**src/rtl/core/lcdgc_pkg.sv**
```systemverilog
// Shared constants for the LCD custom glyph slot cache.
// No dependencies; imported by lcd_custom_glyph_slot_cache.
package lcdgc_pkg;

  localparam int SLOT_COUNT_DEF  = 8;
  localparam int LINE_LENGTH_DEF = 40;

  localparam int CP_W    = 21;
  localparam int ROWS_W  = 64;
  localparam int COL_W   = 6;
  localparam int BYTE_W  = 8;
  localparam int BEAT_W  = 4;

  // codepoints below this go out as themselves
  localparam logic [CP_W-1:0]   CP_ASCII_LIMIT = 21'h00_0080;
  localparam logic [BYTE_W-1:0] CHAR_UNKNOWN   = 8'h3F;
  localparam logic [1:0]        CMD_CGRAM_TOP  = 2'b01;
  localparam logic              CMD_DDRAM_TOP  = 1'b1;
  localparam int                ROW_SHIFT      = 3;

  // beat positions within a slot load burst; beats 1..8 carry glyph rows
  localparam logic [BEAT_W-1:0] BEAT_CGRAM = 4'd0;
  localparam logic [BEAT_W-1:0] BEAT_DDRAM = 4'd9;
  localparam logic [BEAT_W-1:0] BEAT_SLOT  = 4'd10;

endpackage

```
**src/rtl/core/lcd_custom_glyph_slot_cache.sv**
```systemverilog
// LCD custom glyph slot cache: turns codepoints into HD44780-style byte beats.
// Top level; depends on lcdgc_pkg.
//
// Usage: one input beat per character carries the codepoint, the glyph from
// the font store, the display line and the column. Each accepted beat yields
// one output beat (plain ASCII, cached slot hit, or '?' with no glyph) or an
// eleven-beat burst when a new slot is loaded: CGRAM address command, eight
// glyph rows shifted right by three, DDRAM re-address command, slot number.
// out_last marks the final beat of each character.
// Both channels use valid/stall; a beat moves when valid is high and stall low.
// An accepted character waits in the job register; each of its output beats is
// then registered in the output register before it is offered downstream.
// Throughput: one character per cycle for single-beat results while out_stall is
// low; a slot load keeps in_stall high until its last burst beat moves out.
// The slot lookup is one parallel compare against all slots at acceptance.
// Reset (rst_n low, synchronous) empties the job and output registers,
// clears every slot entry to zero and restarts round-robin at slot 0.
// A stalled receiver holds the output beat; in_stall is high while the pending
// job cannot pass its last beat into the output register.
module lcd_custom_glyph_slot_cache #(
  parameter int SLOT_COUNT  = lcdgc_pkg::SLOT_COUNT_DEF,
  parameter int LINE_LENGTH = lcdgc_pkg::LINE_LENGTH_DEF
) (
  input  logic                         clk,
  input  logic                         rst_n,
  input  logic                         in_valid,
  output logic                         in_stall,
  input  logic [lcdgc_pkg::CP_W-1:0]   in_codepoint,
  input  logic                         in_glyph_found,
  input  logic [lcdgc_pkg::ROWS_W-1:0] in_glyph_rows,
  input  logic                         in_line_row,
  input  logic [lcdgc_pkg::COL_W-1:0]  in_column,
  output logic                         out_valid,
  input  logic                         out_stall,
  output logic [lcdgc_pkg::BYTE_W-1:0] out_lcd_byte,
  output logic                         out_command,
  output logic                         out_slot_loaded,
  output logic                         out_last
);
  import lcdgc_pkg::*;

  localparam int SLOT_W = (SLOT_COUNT > 1) ? $clog2(SLOT_COUNT) : 1;

  // slot table and round-robin pointer
  logic [CP_W-1:0]   slot_cp_r [SLOT_COUNT];
  logic [SLOT_W-1:0] next_slot_r;
  logic [SLOT_W-1:0] next_slot_nxt;

  // pending job
  logic              job_valid_r;
  logic              job_load_r;
  logic [BEAT_W-1:0] job_idx_r;
  logic [BYTE_W-1:0] job_byte_r;   // single byte, or DDRAM command on a load
  logic [SLOT_W-1:0] job_slot_r;
  logic [ROWS_W-1:0] job_rows_r;

  // output register
  logic              out_valid_r;
  logic [BYTE_W-1:0] out_byte_r;
  logic              out_cmd_r;
  logic              out_loaded_r;
  logic              out_last_r;

  logic              in_accept;
  logic              out_free;
  logic              job_adv;
  logic              job_last;
  logic              job_done;

  logic              is_ascii;
  logic              hit;
  logic [SLOT_W-1:0] hit_idx;
  logic              do_load;
  logic [BYTE_W-1:0] single_byte;
  logic [COL_W-1:0]  col_sat;
  logic [BYTE_W-1:0] ddram_cmd;

  logic [BYTE_W-1:0] beat_byte;
  logic              beat_cmd;
  logic [2:0]        row_sel;
  logic [BYTE_W-1:0] row_raw;

  // ---------------------------------------------------------------- control
  assign out_free  = !out_valid_r || !out_stall;
  assign job_adv   = job_valid_r && out_free;
  assign job_last  = !job_load_r || (job_idx_r == BEAT_SLOT);
  assign job_done  = job_adv && job_last;
  assign in_stall  = job_valid_r && !job_done;
  assign in_accept = in_valid && !in_stall;

  // ---------------------------------------------------------------- lookup
  always_comb begin
    hit     = 1'b0;
    hit_idx = '0;
    // downward scan so the lowest matching slot wins
    for (int i = SLOT_COUNT - 1; i >= 0; i--) begin
      if (slot_cp_r[i] == in_codepoint) begin
        hit     = 1'b1;
        hit_idx = SLOT_W'(i);
      end
    end
  end

  assign is_ascii = (in_codepoint < CP_ASCII_LIMIT);
  assign do_load  = !is_ascii && !hit && in_glyph_found;

  always_comb begin
    priority if (is_ascii) begin
      single_byte = in_codepoint[BYTE_W-1:0];
    end else if (hit) begin
      single_byte = BYTE_W'(hit_idx);
    end else begin
      single_byte = CHAR_UNKNOWN;
    end
  end

  assign col_sat   = (in_column >= COL_W'(LINE_LENGTH)) ? COL_W'(LINE_LENGTH - 1) : in_column;
  assign ddram_cmd = {CMD_DDRAM_TOP, in_line_row, col_sat};

  assign next_slot_nxt = (next_slot_r == SLOT_W'(SLOT_COUNT - 1)) ? '0
                                                                  : next_slot_r + 1'b1;

  always_ff @(posedge clk) begin
    if (!rst_n) begin
      for (int i = 0; i < SLOT_COUNT; i++) begin
        slot_cp_r[i] <= '0;
      end
      next_slot_r <= '0;
    end else if (in_accept && do_load) begin
      slot_cp_r[next_slot_r] <= in_codepoint;
      next_slot_r            <= next_slot_nxt;
    end
  end

  // ---------------------------------------------------------------- job
  always_ff @(posedge clk) begin
    if (!rst_n) begin
      job_valid_r <= 1'b0;
      job_load_r  <= 1'b0;
      job_idx_r   <= '0;
    end else if (in_accept) begin
      job_valid_r <= 1'b1;
      job_load_r  <= do_load;
      job_idx_r   <= BEAT_CGRAM;
    end else if (job_done) begin
      job_valid_r <= 1'b0;
    end else if (job_adv) begin
      job_idx_r <= job_idx_r + 1'b1;
    end
  end

  always_ff @(posedge clk) begin
    if (in_accept) begin
      job_byte_r <= do_load ? ddram_cmd : single_byte;
      job_slot_r <= next_slot_r;
      job_rows_r <= in_glyph_rows;
    end
  end

  // ---------------------------------------------------------------- beat select
  assign row_sel = 3'(job_idx_r - 1'b1);
  assign row_raw = job_rows_r[{row_sel, 3'b000} +: BYTE_W];

  always_comb begin
    priority if (!job_load_r) begin
      beat_byte = job_byte_r;
      beat_cmd  = 1'b0;
    end else if (job_idx_r == BEAT_CGRAM) begin
      beat_byte = {CMD_CGRAM_TOP, 3'(job_slot_r), 3'b000};
      beat_cmd  = 1'b1;
    end else if (job_idx_r == BEAT_DDRAM) begin
      beat_byte = job_byte_r;
      beat_cmd  = 1'b1;
    end else if (job_idx_r == BEAT_SLOT) begin
      beat_byte = BYTE_W'(job_slot_r);
      beat_cmd  = 1'b0;
    end else begin
      beat_byte = row_raw >> ROW_SHIFT;
      beat_cmd  = 1'b0;
    end
  end

  // ---------------------------------------------------------------- output
  always_ff @(posedge clk) begin
    if (!rst_n) begin
      out_valid_r <= 1'b0;
    end else if (job_adv) begin
      out_valid_r <= 1'b1;
    end else if (!out_stall) begin
      out_valid_r <= 1'b0;
    end
  end

  always_ff @(posedge clk) begin
    if (job_adv) begin
      out_byte_r   <= beat_byte;
      out_cmd_r    <= beat_cmd;
      out_loaded_r <= job_load_r;
      out_last_r   <= job_last;
    end
  end

  assign out_valid       = out_valid_r;
  assign out_lcd_byte    = out_byte_r;
  assign out_command     = out_cmd_r;
  assign out_slot_loaded = out_loaded_r;
  assign out_last        = out_last_r;

  // ---------------------------------------------------------------- checks
  a_stall_needs_job: assert property (@(posedge clk) disable iff (!rst_n)
    in_stall |-> job_valid_r)
    else $error("input stalled with no pending job");

  a_burst_idx_range: assert property (@(posedge clk) disable iff (!rst_n)
    (job_valid_r && job_load_r) |-> (job_idx_r <= BEAT_SLOT))
    else $error("load burst beat index out of range");

  a_next_slot_range: assert property (@(posedge clk) disable iff (!rst_n)
    (32'(next_slot_r) < SLOT_COUNT))
    else $error("round-robin pointer beyond slot count");

  a_single_is_last: assert property (@(posedge clk) disable iff (!rst_n)
    (out_valid && !out_slot_loaded) |-> out_last)
    else $error("single-beat result not marked last");

endmodule
```
**config.mk**
```make
export PLATFORM = sky130hd
export DESIGN_NAME = lcd_custom_glyph_slot_cache
export DESIGN_NICKNAME = d
export VERILOG_FILES = /design/src/rtl/core/lcdgc_pkg.sv /design/src/rtl/core/lcd_custom_glyph_slot_cache.sv
export SDC_FILE = /design/constraint.sdc
export NUM_CORES = 1
export LEC_CHECK = 0
export ABC_AREA = 1
export BUFFER_PORTS_ARGS = -buffer_cell sky130_fd_sc_hd__buf_2
export CAP_MARGIN = 25
export CORE_MARGIN = 3
export CORE_UTILIZATION = 30
export CTS_BUF_LIST = sky130_fd_sc_hd__clkbuf_4
export CTS_CLUSTER_SIZE = 12
export DETAILED_ROUTE_END_ITERATION = 7
export GPL_ROUTABILITY_DRIVEN = 0
export PLACE_DENSITY_LB_ADDON = 0.12
export SYNTH_ARGS = -nofsm -noshare
export SYNTH_HDL_FRONTEND = slang
export SYNTH_SLANG_ARGS = --single-unit
```
**constraint.sdc**
```tcl
create_clock -name clk -period 6.35 [get_ports clk]
set_input_delay 1.905 -clock clk [delete_from_list [all_inputs] [get_ports clk]]
set_output_delay 1.905 -clock clk [all_outputs]
set_load 0.02 [all_outputs]
```
==> metrics <==
mux contribution to synthesized area less than 1%; sw frac 25.23%; number of cells on the worst hold path 2; remaining global-route overflow 0; worst r2r path cells 10; largest net degree at the start of global routing 53; Psw roughly 940 uW; CTS tree built; drt total wl 33.28 mm; family with the most delay on the worst path compound AO/OA/AOI/OAI gates; dpl hpwl 21.87 mm; Starting Density between 30% and 40%; Syn Nets approximately 1400; Yosys Warn Count 0; setup slack, reg-to-reg 3.08 ns; Via-to-Cell Ratio about 4.3; Slowest-stage cell, CP a21oi_1; synthesized area 12740 um^2; global-route wire length before repair ~50 mm; clock power share 41.9%; Syn Inst Count between 1000 and 1500; CTS H-tree lvls 3; post-synth top area share 54.23%; Buf/Inv on CP 2; Avg Inst Size Synth roughly 10 um^2; Max-cap violations 0; sequential power share roughly half; RR Endpoint slot_cp_r[4][8]; skew final 0.05289 ns; internal power 2783 uW; startpoint types primary input; Worst Min Path Start job_valid_r; status finished, final reports clean; Hold/Removal Path Class reg -> reg; post-synth cell types 43; 1st-iter DRT viols 444; IO buf count 85; WL per Instance 16.85 um; root buffer cell clkbuf_4; 1st-pass router iterations 4; FFs w/ async S/R, synth 0%; Tightest Pin Transition slightly below 1 ns; vias in the first global route roughly 8400; via count 8591; r2r startpoint job_idx_r[1]; Yosys top cell by area edfxtp_1; hold worst-path end out_valid; critical path peak fanout 3; CTS Hold Buffers Added 0; total track usage 15.07%; combinational family with the most area after synthesis simple AND/OR/NAND/NOR gates; Max Buffers Root-to-Sink 3; CP Cell Sequence buf_2, nand2_1, a21oi_1, buf_2; Gate power share 8.7%; FP Rows 74; Main synth FF type edfxtp_1; Yosys reg bits 240; RSZ-0062 raised after global routing false; layout cells sized above 1 29.06%; CTS clk-pin slew, worst paths about 0.060 ns; final net count 1499; Slew HR between 30% and 40%; leakage 0.005913 uW; Die Span X approximately 210 um; worst vdd ir 145.6 uV; Post-Synth XOR/XNOR Area 5.777%; Post-synth EDFFs 230; adder-cell share of the synthesized area less than 1%; critical path type in -> out; Synth Area in Compound Gates 2.908%; Crit path largest cell delay ~0.34 ns; pwr/cell area around 260 nW/um^2; P&R area growth vs syn 12.02%; CTS buffer count between 70 and 80; Final ANT Viol Nets 0; postcts setup bufs 0; worst skew pair latency 0.78 ns; FMAX 219.7 MHz; max-slew violation count 0; Synth area leaders edfxtp_1 54%, nand2_1 9.9%, nor2_2 7.5%; crit-path most repeated cell buf_2; Power, Total around 3700 uW; Simple-Gate Fraction of Synth Area between 20% and 30%; setup TNS after final layout 0 ns; clk sinks 240; type of destination of the critical path output pin; die height 212.0 um; Data arrival, critical path approximately 2.7 ns; initial antenna violation count 1; final count of negative-setup-slack endpoints 0; period utilization between 70% and 80%; total die area roughly 45000 um^2; I/O pins 110; sequential element share of the synthesized area around 56%; Fin. Hold Viols 0; Final min period about 4.6 ns; DRC Markers 0; Core ar. between 40000 and 50000 um^2; WP data required about 4.5 ns; Resized cells post-CTS 0
[stage by stage]
stage               cells  hold WS [ns]  utilization (%)  setup slack, ns  area, um^2
floorplan            1277        0.4783                -           0.9572       12740
global placement     1851        0.4947            32.21            1.193       13330
detailed placement   1851        0.4989            32.21            1.165       13330
CTS                  1974        0.5105            34.47            1.794       14260
global route         1975        0.5315            34.47            1.736       14270
finish               1975        0.5113            34.47            1.798       14270
[worst max-delay path by stage]
stage,startpoint,endpoint,slack (ns),cells after the start
2_1_floorplan,out_stall,slot_cp_r[1][0],0.96,8
3_3_place_gp,in_codepoint[1],slot_cp_r[2][17],1.19,16
3_5_place_dp,in_codepoint[8],slot_cp_r[2][17],1.17,16
4_1_cts,out_stall,in_stall,1.79,4
5_1_grt,in_codepoint[1],slot_cp_r[2][20],1.74,16
6_report,out_stall,in_stall,1.80,4
[worst reg2reg max path: stages, from the launching register on]
cell and delay, ns:
dfxtp_1 0.40, ha_1 0.19, nand3_1 0.21, nand2_1 0.18, a21oi_1 0.14, nor2_4 0.18, nand4_4 0.20, nor2_8 0.30
nand3_4 0.45, nand2_1 0.29, buf_4 0.37
[power by group through the flow]
| stage | clock, uW | combinational (uW) | sequential (uW) |
|---|---|---|---|
| 3_3_place_gp | 0 | 330 | 1870 |
| 4_1_cts | 1630 | 333 | 1840 |
| 2_1_floorplan | 0 | 237 | 1870 |
| 6_report | 1560 | 323 | 1840 |
| 5_1_grt | 1720 | 366 | 1850 |
| 3_5_place_dp | 0 | 331 | 1870 |
[cells by family (layout without fill, tap and decap cells)]
logic type	Yosys count	count (layout)
simple gates	689	689
flops	240	240
buf+inv	192	357
xor+xnor	84	84
compound gates	62	62
fa+ha+maj	7	7
mux	3	3
other cells	0	1
[layout make-up]
cell class                      count  area (um^2)
Fill cell                        4241        27120
Sequential cell                   240         7107
Multi-Input combinational cell    845         4458
Clock buffer                      112        840.8
Tap cell                          532        665.6
Timing Repair Buffer              102        553.0
Inverter                          132        545.5
Clock inverter                     11        95.09
Antenna cell                        1        2.502
[placed cells by master, fill, tap and decap left out, drive strengths merged, types with 2 or more instances in the layout]
cell    count
or2         3
nand4       5
dfxtp      10
nor2      301
xnor2      39
clkbuf    112
nand2     341
buf       102
bufinv      2
mux2i       3
o21ai      20
o221ai      3
o211ai      3
ha          7
xor2       45
clkinv     10
nor3        4
a21oi      22
nand3      34
o32ai       7
inv       131
o22ai       4
edfxtp    230
[cells in the mapped netlist (4+ instances only)]
master and count:
xnor2_1 39, xor2_1 45, buf_6 46, nor2_1 145
buf_4 4, dfxtp_1 10, o22ai_1 4, nand2_2 6
a21oi_1 22, nand4_1 4, nor3_1 4, nand3_1 22
buf_8 4, edfxtp_1 230, inv_1 109, inv_4 13
inv_2 4, clkbuf_1 5, nor2_2 153, ha_1 7
o21ai_0 20, nand2_1 335, nand3_4 9, o32ai_1 7
[layer usage]
| layer | share of wire, % | routed length [um] | GRT usage, % |
|---|---|---|---|
| met5 | 0 | 0 | 0 |
| met4 | 2.4 | 786 | 5.450 |
| met3 | 4.9 | 1625 | 3.659 |
| met2 | 48 | 15920 | 25.22 |
| met1 | 45 | 14950 | 19.00 |
[registers in the layout (all words and copies together) (netlist names)]
name and count:
job_byte_r 8, job_idx_r 4, job_load_r 1, job_rows_r 40, job_slot_r 3, job_valid_r 1, next_slot_r 3, out_command 1
out_last 1, out_lcd_byte 8, out_slot_loaded 1, out_valid 1, slot_cp_r 168
No activity file was read; power rests on OpenSTA's default activity.
